`config.mk`:
```
export PLATFORM = sky130hd
export DESIGN_NAME = sliding_window_statistics
export DESIGN_NICKNAME = d
export VERILOG_FILES = /design/src/rtl/core/swstat_pkg.sv /design/src/rtl/core/swstat_ctrl.sv /design/src/rtl/core/swstat_dp.sv /design/src/rtl/core/sliding_window_statistics.sv
export SDC_FILE = /design/constraint.sdc
export NUM_CORES = 1
export LEC_CHECK = 0
export ABC_AREA = 1
export BUFFER_PORTS_ARGS = -buffer_cell sky130_fd_sc_hd__buf_2
export CORE_MARGIN = 4
export CORE_UTILIZATION = 42
export CTS_CLUSTER_SIZE = 12
export DETAILED_ROUTE_END_ITERATION = 16
export MAX_ROUTING_LAYER = met4
export PLACE_DENSITY = 0.66
export SLEW_MARGIN = 40
export SYNTH_ARGS = -nofsm -noshare
export SYNTH_HDL_FRONTEND = slang
export SYNTH_SLANG_ARGS = --single-unit
```
`constraint.sdc`:
```
create_clock -name clock -period 9.8 [get_ports clock]
set_input_delay 1.47 -clock clock [delete_from_list [all_inputs] [get_ports clock]]
set_output_delay 1.47 -clock clock [all_outputs]
set_load 0.03 [all_outputs]
```
`src/rtl/core/swstat_pkg.sv`:
```
// ----------------------------------------------------------------------------
// swstat_pkg
// Shared constants, codes and types of the sliding window statistics block.
// ----------------------------------------------------------------------------
package swstat_pkg;

   localparam int WINDOW      = 8;
   localparam int SAMPLE_BITS = 16;

   localparam int CFG_W  = 4;                                   // config register width
   localparam int OCNT_W = 4;                                   // sample_count field width
   localparam int CNT_W  = $clog2(WINDOW + 1);                  // 0..WINDOW
   localparam int IDX_W  = (WINDOW > 1) ? $clog2(WINDOW) : 1;   // window position
   localparam int SUM_W  = SAMPLE_BITS + $clog2(WINDOW);        // window sum
   localparam int DVS_W  = (CNT_W > CFG_W) ? CNT_W : CFG_W;     // divisor
   localparam int RNG_W  = (CFG_W + 1 > CNT_W) ? CFG_W + 1 : CNT_W;
   localparam int DCNT_W = $clog2(SUM_W);                       // divider step count

   localparam int REQ_DATA_W = ((SAMPLE_BITS + 7) / 8) * 8;
   localparam int RSP_BITS   = 6 * SAMPLE_BITS + OCNT_W + 1;
   localparam int RSP_DATA_W = ((RSP_BITS + 7) / 8) * 8;

   // configuration register indexes
   localparam logic CSR_AVG_START = 1'b0;
   localparam logic CSR_AVG_LEN   = 1'b1;

   typedef enum logic [2:0] {
      ST_IDLE,
      ST_SCAN,
      ST_MEAN_LOAD,
      ST_MEAN_RUN,
      ST_RANGE_LOAD,
      ST_RANGE_RUN,
      ST_PUBLISH
   } state_type;

   typedef struct packed {
      logic store;       // take in the sample, reset accumulators
      logic scan;        // process one window position
      logic init_mean;   // load divider with window sum / count
      logic take_mean;   // keep divider quotient as mean
      logic init_range;  // load divider with sub-range sum / length
      logic div_step;    // one restoring division step
      logic publish;     // load output register
   } cmd_type;

   typedef struct packed {
      logic scan_last;
      logic div_last;
   } sts_type;

endpackage

```
`src/rtl/core/swstat_ctrl.sv`:
```
// ----------------------------------------------------------------------------
// swstat_ctrl
// Sequencer: store, scan, two divisions, publish; owns the handshakes.
// ----------------------------------------------------------------------------
module swstat_ctrl
   import swstat_pkg::*;
(
   input  logic    clock,
   input  logic    reset,
   input  logic    req_tvalid,
   output logic    req_tready,
   output logic    rsp_tvalid,
   input  logic    rsp_tready,
   output cmd_type cmd,
   input  sts_type sts
);

   state_type state_ff, state_in;
   logic      rsp_valid_ff, rsp_valid_in;
   logic      out_free;

   assign out_free   = !rsp_valid_ff || rsp_tready;
   assign req_tready = (state_ff == ST_IDLE);
   assign rsp_tvalid = rsp_valid_ff;

   always_comb begin
      state_in = state_ff;
      case (state_ff)
         ST_IDLE:       if (req_tvalid) state_in = ST_SCAN;
         ST_SCAN:       if (sts.scan_last) state_in = ST_MEAN_LOAD;
         ST_MEAN_LOAD:  state_in = ST_MEAN_RUN;
         ST_MEAN_RUN:   if (sts.div_last) state_in = ST_RANGE_LOAD;
         ST_RANGE_LOAD: state_in = ST_RANGE_RUN;
         ST_RANGE_RUN:  if (sts.div_last) state_in = ST_PUBLISH;
         ST_PUBLISH:    if (out_free) state_in = ST_IDLE;
         default:       state_in = ST_IDLE;
      endcase
   end

   always_comb begin
      cmd = '0;
      case (state_ff)
         ST_IDLE:       cmd.store = req_tvalid;
         ST_SCAN:       cmd.scan = 1'b1;
         ST_MEAN_LOAD:  cmd.init_mean = 1'b1;
         ST_MEAN_RUN:   cmd.div_step = 1'b1;
         ST_RANGE_LOAD: begin
            cmd.take_mean  = 1'b1;
            cmd.init_range = 1'b1;
         end
         ST_RANGE_RUN:  cmd.div_step = 1'b1;
         ST_PUBLISH:    cmd.publish = out_free;
         default:       cmd = '0;
      endcase
   end

   always_comb begin
      rsp_valid_in = rsp_valid_ff;
      if (rsp_tready) rsp_valid_in = 1'b0;
      if (cmd.publish) rsp_valid_in = 1'b1;
   end

   always_ff @(posedge clock) begin
      if (reset) begin
         state_ff     <= ST_IDLE;
         rsp_valid_ff <= 1'b0;
      end else begin
         state_ff     <= state_in;
         rsp_valid_ff <= rsp_valid_in;
      end
   end

endmodule

```
`src/rtl/core/swstat_dp.sv`:
```
// ----------------------------------------------------------------------------
// swstat_dp
// Window store, scan accumulators, rank-based median, shared divider, output.
// ----------------------------------------------------------------------------
module swstat_dp
   import swstat_pkg::*;
(
   input  logic                          clock,
   input  logic                          reset,
   input  logic                          csr_we,
   input  logic                          csr_addr,
   input  logic [CFG_W-1:0]              csr_wdata,
   input  logic signed [SAMPLE_BITS-1:0] sample,
   input  cmd_type                       cmd,
   output sts_type                       sts,
   output logic [RSP_BITS-1:0]           rsp_bits
);

   logic [CFG_W-1:0] avg_start_ff, avg_len_ff;
   logic [CNT_W-1:0] fill_ff;
   logic signed [SAMPLE_BITS-1:0] win_ff [WINDOW];

   logic [IDX_W-1:0] idx_ff;
   logic signed [SAMPLE_BITS-1:0] latest_ff, min_ff, max_ff, lo_ff, hi_ff;
   logic signed [SUM_W-1:0] sum_ff, rsum_ff;

   logic [SUM_W-1:0] q_ff;
   logic [DVS_W-1:0] dvs_ff, rem_ff;
   logic             neg_ff;
   logic [DCNT_W-1:0] dcnt_ff;
   logic signed [SAMPLE_BITS-1:0] mean_ff;

   logic signed [SAMPLE_BITS-1:0] o_latest_ff, o_min_ff, o_max_ff, o_mean_ff;
   logic signed [SAMPLE_BITS-1:0] o_med_ff, o_ravg_ff;
   logic [OCNT_W-1:0] o_cnt_ff;
   logic              o_rvalid_ff;

   // ---- configuration
   always_ff @(posedge clock) begin
      if (reset) begin
         avg_start_ff <= CFG_W'(1);
         avg_len_ff   <= CFG_W'(8);
      end else if (csr_we) begin
         case (csr_addr)
            CSR_AVG_START: avg_start_ff <= csr_wdata;
            CSR_AVG_LEN:   avg_len_ff   <= csr_wdata;
            default:       avg_len_ff   <= avg_len_ff;
         endcase
      end
   end

   // ---- sub-range bounds
   logic [RNG_W-1:0] rng_last, pos;
   logic             rng_valid, in_rng;
   assign rng_last  = RNG_W'(avg_start_ff) + RNG_W'(avg_len_ff) - RNG_W'(1);
   assign rng_valid = (avg_start_ff != '0) && (avg_len_ff != '0) &&
                      (rng_last <= RNG_W'(fill_ff));
   assign pos       = RNG_W'(idx_ff) + RNG_W'(1);
   assign in_rng    = (pos >= RNG_W'(avg_start_ff)) && (pos <= rng_last);

   // ---- window store and fill count
   always_ff @(posedge clock) begin
      if (reset) begin
         fill_ff <= '0;
      end else if (cmd.store && fill_ff != CNT_W'(WINDOW)) begin
         fill_ff <= fill_ff + CNT_W'(1);
      end
   end

   always_ff @(posedge clock) begin
      if (cmd.store) begin
         if (fill_ff == CNT_W'(WINDOW)) begin
            for (int i = 0; i < WINDOW - 1; i++) win_ff[i] <= win_ff[i+1];
            win_ff[WINDOW-1] <= sample;
         end else begin
            win_ff[fill_ff[IDX_W-1:0]] <= sample;
         end
      end
   end

   // ---- rank of the scanned element (ties broken by position)
   logic signed [SAMPLE_BITS-1:0] v;
   logic [CNT_W-1:0] rank;
   logic [CNT_W-1:0] mid_lo, mid_hi;
   assign v      = win_ff[idx_ff];
   assign mid_lo = (fill_ff - CNT_W'(1)) >> 1;
   assign mid_hi = fill_ff >> 1;

   always_comb begin
      rank = '0;
      for (int j = 0; j < WINDOW; j++) begin
         if ((CNT_W'(j) < fill_ff) &&
             ((win_ff[j] < v) || ((win_ff[j] == v) && (IDX_W'(j) < idx_ff))))
            rank = rank + CNT_W'(1);
      end
   end

   assign sts.scan_last = (CNT_W'(idx_ff) == fill_ff - CNT_W'(1));

   always_ff @(posedge clock) begin
      if (cmd.store) begin
         idx_ff    <= '0;
         sum_ff    <= '0;
         rsum_ff   <= '0;
         latest_ff <= sample;
      end else if (cmd.scan) begin
         idx_ff <= idx_ff + IDX_W'(1);
         sum_ff <= sum_ff + SUM_W'(v);
         if (in_rng) rsum_ff <= rsum_ff + SUM_W'(v);
         if (idx_ff == '0 || v < min_ff) min_ff <= v;
         if (idx_ff == '0 || v > max_ff) max_ff <= v;
         if (rank == mid_lo) lo_ff <= v;
         if (rank == mid_hi) hi_ff <= v;
      end
   end

   // ---- shared restoring divider on magnitudes
   logic signed [SUM_W-1:0] dvd;
   logic [DVS_W:0]          rem_sh, diff;
   logic signed [SAMPLE_BITS-1:0] quo;
   assign dvd    = cmd.init_mean ? sum_ff : rsum_ff;
   assign rem_sh = {rem_ff, q_ff[SUM_W-1]};
   assign diff   = rem_sh - {1'b0, dvs_ff};
   assign quo    = neg_ff ? -SAMPLE_BITS'(q_ff) : SAMPLE_BITS'(q_ff);
   assign sts.div_last = (dcnt_ff == DCNT_W'(SUM_W - 1));

   always_ff @(posedge clock) begin
      if (cmd.init_mean || cmd.init_range) begin
         neg_ff  <= dvd[SUM_W-1];
         q_ff    <= dvd[SUM_W-1] ? -dvd : dvd;
         dvs_ff  <= cmd.init_mean ? DVS_W'(fill_ff) : DVS_W'(avg_len_ff);
         rem_ff  <= '0;
         dcnt_ff <= '0;
      end else if (cmd.div_step) begin
         dcnt_ff <= dcnt_ff + DCNT_W'(1);
         if (!diff[DVS_W]) begin
            rem_ff <= diff[DVS_W-1:0];
            q_ff   <= {q_ff[SUM_W-2:0], 1'b1};
         end else begin
            rem_ff <= rem_sh[DVS_W-1:0];
            q_ff   <= {q_ff[SUM_W-2:0], 1'b0};
         end
      end
      if (cmd.take_mean) mean_ff <= quo;
   end

   // ---- output register
   logic signed [SAMPLE_BITS:0] mid_sum;
   assign mid_sum = (SAMPLE_BITS+1)'(lo_ff) + (SAMPLE_BITS+1)'(hi_ff);

   always_ff @(posedge clock) begin
      if (cmd.publish) begin
         o_latest_ff <= latest_ff;
         o_cnt_ff    <= OCNT_W'(fill_ff);
         o_min_ff    <= min_ff;
         o_max_ff    <= max_ff;
         o_mean_ff   <= mean_ff;
         o_med_ff    <= SAMPLE_BITS'(mid_sum >>> 1);
         o_ravg_ff   <= rng_valid ? quo : '0;
         o_rvalid_ff <= rng_valid;
      end
   end

   assign rsp_bits = {o_rvalid_ff, o_ravg_ff, o_med_ff, o_mean_ff,
                      o_max_ff, o_min_ff, o_cnt_ff, o_latest_ff};

endmodule

```
`src/rtl/core/sliding_window_statistics.sv`:
```
// ----------------------------------------------------------------------------
// sliding_window_statistics
// Running min, max, mean, median and sub-range average over a sample window.
// ----------------------------------------------------------------------------
//  channel | dir | handshake            | payload
//  req     | in  | req_tvalid/tready    | tdata: sample
//  rsp     | out | rsp_tvalid/tready    | tdata: latest .. range_valid
//  csr     | in  | csr_we (no wait)     | csr_addr index, csr_wdata value
//
//  One transaction stores the sample, scans each held sample (1..WINDOW
//  of them), then runs two divisions on the shared bit-serial divider,
//  then publishes. A result waits in the output register while the next
//  sample is taken; publish stalls only while that register still holds
//  an unaccepted result.
//  Reset (synchronous) empties the window and sets avg_start 1, avg_len 8.
// ----------------------------------------------------------------------------
module sliding_window_statistics
   import swstat_pkg::*;
(
   input  logic                  clock,
   input  logic                  reset,
   // input samples
   input  logic                  req_tvalid,
   output logic                  req_tready,
   input  logic [REQ_DATA_W-1:0] req_tdata,   // [15:0] sample
   // results
   output logic                  rsp_tvalid,
   input  logic                  rsp_tready,
   // [15:0] latest, [19:16] sample_count, [35:20] minimum, [51:36] maximum,
   // [67:52] mean, [83:68] median, [99:84] range_avg, [100] range_valid
   output logic [RSP_DATA_W-1:0] rsp_tdata,
   // configuration writes
   input  logic                  csr_we,
   input  logic                  csr_addr,
   input  logic [CFG_W-1:0]      csr_wdata
);

   cmd_type cmd;
   sts_type sts;
   logic [RSP_BITS-1:0] rsp_bits;

   swstat_ctrl u_ctrl (
      .clock      (clock),
      .reset      (reset),
      .req_tvalid (req_tvalid),
      .req_tready (req_tready),
      .rsp_tvalid (rsp_tvalid),
      .rsp_tready (rsp_tready),
      .cmd        (cmd),
      .sts        (sts)
   );

   swstat_dp u_dp (
      .clock     (clock),
      .reset     (reset),
      .csr_we    (csr_we),
      .csr_addr  (csr_addr),
      .csr_wdata (csr_wdata),
      .sample    (req_tdata[SAMPLE_BITS-1:0]),
      .cmd       (cmd),
      .sts       (sts),
      .rsp_bits  (rsp_bits)
   );

   // pad to whole bytes
   assign rsp_tdata = RSP_DATA_W'(rsp_bits);

endmodule

```
### Word-level counts from Yosys, hierarchy flattened

Memories as Yosys holds them, arrays and structs flattened. A register that Yosys moved wholly into a read port is not among the register bits.
Index checks and enable logic that the tools add are counted.

| storage, ports and cells | value |
|---|---|
| memory bits (writable) | 128 |
| bits in registers | 287 |
| word-level logic and storage cells | 194 |
| memories | 1 |
| input bits | 26 |

| operators by class | value |
|---|---|
| eq/ne operators | 25 |
| muxes and demuxes | 41 |
| bitwise gates (word level) | 2 |
| reduce and logical (&&, ||, !) cells | 49 |
| order comparisons | 29 |
| add/sub/neg operators | 20 |

Memory list:

| name | words | bits a word | rd ports | clocked after Yosys merged registers in | write ports | RTL line | source |
|---|---|---|---|---|---|---|---|
| u_dp.win_ff | 8 | 16 | 9 | 1 | 8 | swstat_dp.sv:21 | `logic signed [SAMPLE_BITS-1:0] win_ff [WINDOW];` |

Operators with widths:

| operator | number |
|---|---|
| $lt A16 B16 Y1 | 9 |
| $eq A16 B16 Y1 | 8 |
| $mux W19 | 4 |
| $add A19 B16 Y19 | 2 |
| $mux W4 | 9 |
| $mux W16 | 2 |
| $add A4 B1 Y4 const B | 7 |
| $mux W3 | 8 |
| $pmux W3 S7 | 1 |
| $logic_and A1 B1 Y1 | 20 |
| $neg A19 Y19 | 1 |
| $add A16 B16 Y17 | 1 |
| $gt A16 B16 Y1 | 1 |
| $lt A3 B4 Y1 const A | 4 |
| $mux W1 | 16 |
| $neg A16 Y16 | 1 |
| $reduce_or A16 Y1 | 1 |
| $logic_or A1 B1 Y1 | 12 |
| $lt A3 B3 Y1 const A | 4 |
| $reduce_and A3 Y1 | 4 |
| $eq A3 B3 Y1 const B | 3 |
| $eq A4 B3 Y1 | 2 |
| $lt A1 B4 Y1 const A | 2 |
| $lt A2 B4 Y1 const A | 2 |
| 30 further kinds | 42 |

### Longest topological paths before layout

An unclocked memory read counts as a cell.

| logic depth | value |
|---|---|
| depth in word-level cells | 22 |
| gate-level depth with buffers | 49 |
| depth with buffers taken out | 47 |

### Modules after synthesis

Synthesis repeated with hierarchy kept, for this count alone.

| unflattened totals | value |
|---|---|
| cells, all modules | 2646 |
| area total of the unflattened synthesis | 24491.0 um^2 |

Modules (own cells, without submodules):

| module | area an instance (um^2) | seq. area each (um^2) | cells an instance | instances |
|---|---|---|---|---|
| swstat_dp | 24123.1 | 11781.3 | 2586 | 1 |
| swstat_ctrl | 341.6 | 80.1 | 56 | 1 |
| sliding_window_statistics | 26.3 | 0.0 | 4 | 1 |

### Worst setup path after synthesis

OpenSTA, ideal clock, no wires.

| path | value |
|---|---|
| path kind | register -> register |
| start point | register (tool-made name) |
| end point | register u_dp.hi_ff[0] (enable) |
| required time | 9411 ps |
| library setup time | 389 ps |
| setup slack | 2163 ps |
| arrival time | 7248 ps |
| stages on the path, launching flop included | 45 |
| cell sequence | dfxtp_1 -> buf_2 -> clkbuf_1 -> clkbuf_1 -> nor2_1 -> o22ai_1 -> inv_1 -> o21ai_0 -> inv_1 -> ha_1 -> inv_1 -> nor2_1 -> nor2_1 -> o21ai_0 -> a21o_1 -> a21oi_1 -> o21ai_0 -> nand2_1 -> [9 not listed] -> nand2_1 -> nand2_1 -> ha_1 -> nand2_1 -> nand2_1 -> ha_1 -> nand2_1 -> nand2_1 -> ha_1 -> inv_1 -> nand2_1 -> o21ai_1 -> inv_1 -> ha_1 -> or2_1 -> nand3_1 -> nand4_1 -> nor2_1 |

RTL lines:

| item | RTL line | source |
|---|---|---|
| to (signal assigned) | swstat_dp.sv:113 | `if (rank == mid_hi) hi_ff <= v;` |
| to (decl) | swstat_dp.sv:24 | `logic signed [SAMPLE_BITS-1:0] latest_ff, min_ff, max_ff, lo_ff, hi_ff;` |

==> flow_metrics.env <==
export IMPL_outcome="finished, final reports clean"
export IMPL_syn_inst=2584
export IMPL_firstDrtPassIters=6
export IMPL_synth_top_cell_area_share_pct=43.48
export IMPL_p_int_mw=5.247
export IMPL_cts_max_path_buffers=3
export IMPL_portBuffers=128
export IMPL_path_max_fanout=20
export IMPL_yosysMostFrequentCell="nand2_1"
export IMPL_wl_per_cell_um=19.36
export IMPL_first_global_vias=18484
export IMPL_root_buffer="clkbuf_16"
export IMPL_post_cts_setup_buffer_count=0
export IMPL_syn_area_um2=24100
export IMPL_synth_area_leaders="edfxtp_1 (43%), ha_1 (13%), nand2_1 (7.1%)"
export IMPL_async_reset_ff_share_pct=0
export IMPL_fmax_ghz=0.1259
export IMPL_min_path_cells=0
export IMPL_clock_latency_ps=580
export IMPL_n_fill_cell=5222
export IMPL_yosys_register_bits=418
export IMPL_worst_clock_skew_ps=15.83
export IMPL_overflow=0
export IMPL_antenna_found_initial=1
export IMPL_p_total_mw=9.585
export IMPL_yosysSeqAreaShare_pct=49.21
export IMPL_dieArea_um2=61290
export IMPL_slew_viol_final=0
export IMPL_tns_ps=0
export IMPL_worst_pin_slew_ps=777.2
export IMPL_nNetsFinal=3002
export IMPL_path_class="flip-flop to flip-flop"
export IMPL_reg2reg_depth=49
export IMPL_synth_cell_types=53
export IMPL_hold_viol=0
export IMPL_clock_sinks=418
export IMPL_yosys_top_cells_count="nand2_1 (459), edfxtp_1 (349), inv_1 (305)"
export IMPL_sequentialPowerShare_pct=28.9
export IMPL_start_util_pct=42.58
export IMPL_drt_total_wl_um=68040
export IMPL_peakVddDrop_uv=165.0
export IMPL_powerDensity_nw_per_um2=352.9
export IMPL_cts_tree="yes"
export IMPL_grt_max_degree=71
export IMPL_ys_warn_count=0
export IMPL_die_x_um=247.6
export IMPL_grt_pass1_wl_um=104100
export IMPL_rsz0062_at_grt="no"
export IMPL_drc=0
export IMPL_cpMaxStageDelayCell="dfxtp_1"
export IMPL_maxCapViolCount=0
export IMPL_grt_total_usage_pct=22.55
export IMPL_combPwrFrac_pct=53.6
export IMPL_drt_iter0_drc=1501
export IMPL_dpl_hpwl_um=50030
export IMPL_viasPerCell=5.422
export IMPL_start_kind="flip-flop"
export IMPL_cts_hold_buf=0
export IMPL_htreeDepth=2
export IMPL_num_vias=19060
export IMPL_setup_viol=0
export IMPL_ant_nets=0
export IMPL_final_seq_area_um2=11860
export IMPL_crit_top_cell="nand2_1"
export IMPL_clk_pin_slew_worst_paths_ps=60
export IMPL_row_count=87
export IMPL_io_pins=132
export IMPL_max_stage_delay_ps=800
export IMPL_clkPwrFrac_pct=17.5
export IMPL_synthFlopType="edfxtp_1"
export IMPL_cts_buffers=46
export IMPL_post_route_util_pct=47.99
export IMPL_layout_drive_gt1_share_pct=10.15
export IMPL_synth_edf_count=349
export IMPL_die_h_um=247.6
export IMPL_cp_required_ps=10050
export IMPL_hp_class="flip-flop to flip-flop"
export IMPL_ctsResizeCount=0
export IMPL_rrSetupSlack_ps=1860
export IMPL_synth_area_per_cell_um2=9.328
export IMPL_cp_data_arrival_time_ps=8190
export IMPL_gp_congestion=0.9265
export IMPL_end_kind="flip-flop"
export IMPL_fin_crit_sh_pct=81.03
export IMPL_pre_cts_ws_ps=2008
export IMPL_num_antenna_cells=0
export IMPL_sw_frac_of_total_pct=45.26
export IMPL_core_area_um2=56600
export IMPL_area_growth_pct=12.69
export IMPL_setup_ws_ps=1859
export IMPL_switchingPower_mw=4.338
export IMPL_synth_top_area_cell="edfxtp_1"
export IMPL_period_needed_ps=7941
export IMPL_leakagePower_nw=11.78
export IMPL_multi_input_area_um2=10760
export IMPL_relSlewSlack_pct=48.00
-- state kept, by name (all words and copies together), names as in the netlist, 19 cells and up, named ones only --
register and flops:
u_dp.win_ff 128, u_dp.rsum_ff 19, u_dp.q_ff 19, u_dp.sum_ff 19
-- power groups by stage --
stage          Sequential (mW)  Clock (mW)  Combinational (mW)
6_report                  2.77        1.68                5.14
5_1_grt                   2.81        1.78                5.81
4_1_cts                   2.77        1.71                5.10
3_5_place_dp              2.80           0                5.07
3_3_place_gp              2.80           0                4.93
2_1_floorplan             2.75           0                3.62
-- cell usage in the layout, fill, tap and decap left out, types with 4 or more instances in the layout --
cell / instances
clkinv_2: 8
xor2_1: 58
a21oi_1: 165
buf_2: 128
clkbuf_16: 46
o21bai_1: 10
nor3_2: 4
inv_2: 14
o221ai_1: 8
o21a_1: 7
o21ai_1: 47
clkinv_1: 7
edfxtp_1: 349
nand3_1: 76
dfxtp_1: 68
clkbuf_8: 5
o31ai_1: 4
a31oi_1: 5
clkbuf_1: 14
nand3_2: 4
nand2_2: 10
a21o_1: 6
nor2_1: 192
fa_1: 5
a211oi_1: 11
inv_1: 302
o21ai_2: 4
xnor2_1: 26
nand3b_1: 6
nand4_1: 31
buf_4: 35
or2_2: 6
o22ai_1: 28
nand2_1: 451
o211ai_1: 25
nor3_1: 24
ha_1: 248
o21ai_0: 284
-- metrics by stage --
stage | instances | hold slack [ps] | cell area, µm²
2_1_floorplan | 2586 | 400.3 | 24110
3_3_place_gp | 3429 | 400.7 | 25640
3_5_place_dp | 3429 | 404.5 | 25660
4_1_cts | 3513 | 418.9 | 27110
5_1_grt | 3515 | 421.0 | 27160
6_report | 3515 | 417.3 | 27160
-- logic make-up after synthesis --
group | synth area share, %
AOI/OAI and AO/OA | 14.07
buffers and inverters | 6.338
and+or+nand+nor | 14.03
adders and majority gates | 13.29
DFF | 49.21
other | 0.01556
xor gates and xnor gates | 3.052
-- final timing paths --
check                       startpoint                           to
max                          flip-flop     u_dp.hi_ff[11]$_DFFE_PP_
min          u_dp.mean_ff[2]$_DFFE_PN_  u_dp.o_mean_ff[2]$_DFFE_PP_
max reg2reg                  flip-flop     u_dp.hi_ff[11]$_DFFE_PP_
min reg2reg  u_dp.mean_ff[2]$_DFFE_PN_  u_dp.o_mean_ff[2]$_DFFE_PP_
-- layout make-up --
cell class	count	share of cell area, %
multi-input combinational	1773	39.63
inverter	319	4.408
sequential	418	43.67
clock buffer	65	4.685
clock inverter	19	0.6541
tap	756	3.482
timing repair buffer	165	3.469
-- per-layer routing --
metal,track usage [%],share of wire (%)
met5,-,0
met1,28.18,42
met4,6.703,3.0
met2,38.51,49
met3,2.885,5.7
-- critical path: cells and delay by family, from the launching register on --
family                   cells  cell delay, ps
adder cells (fa/ha/maj)      7            2060
AND/OR/NAND/NOR             21            1730
buffers and inverters       11            1570
flip-flops                   1             800
AO/OA/AOI/OAI                9            1240
XOR/XNOR                     1             160
Power figures use the tool's default switching activity.
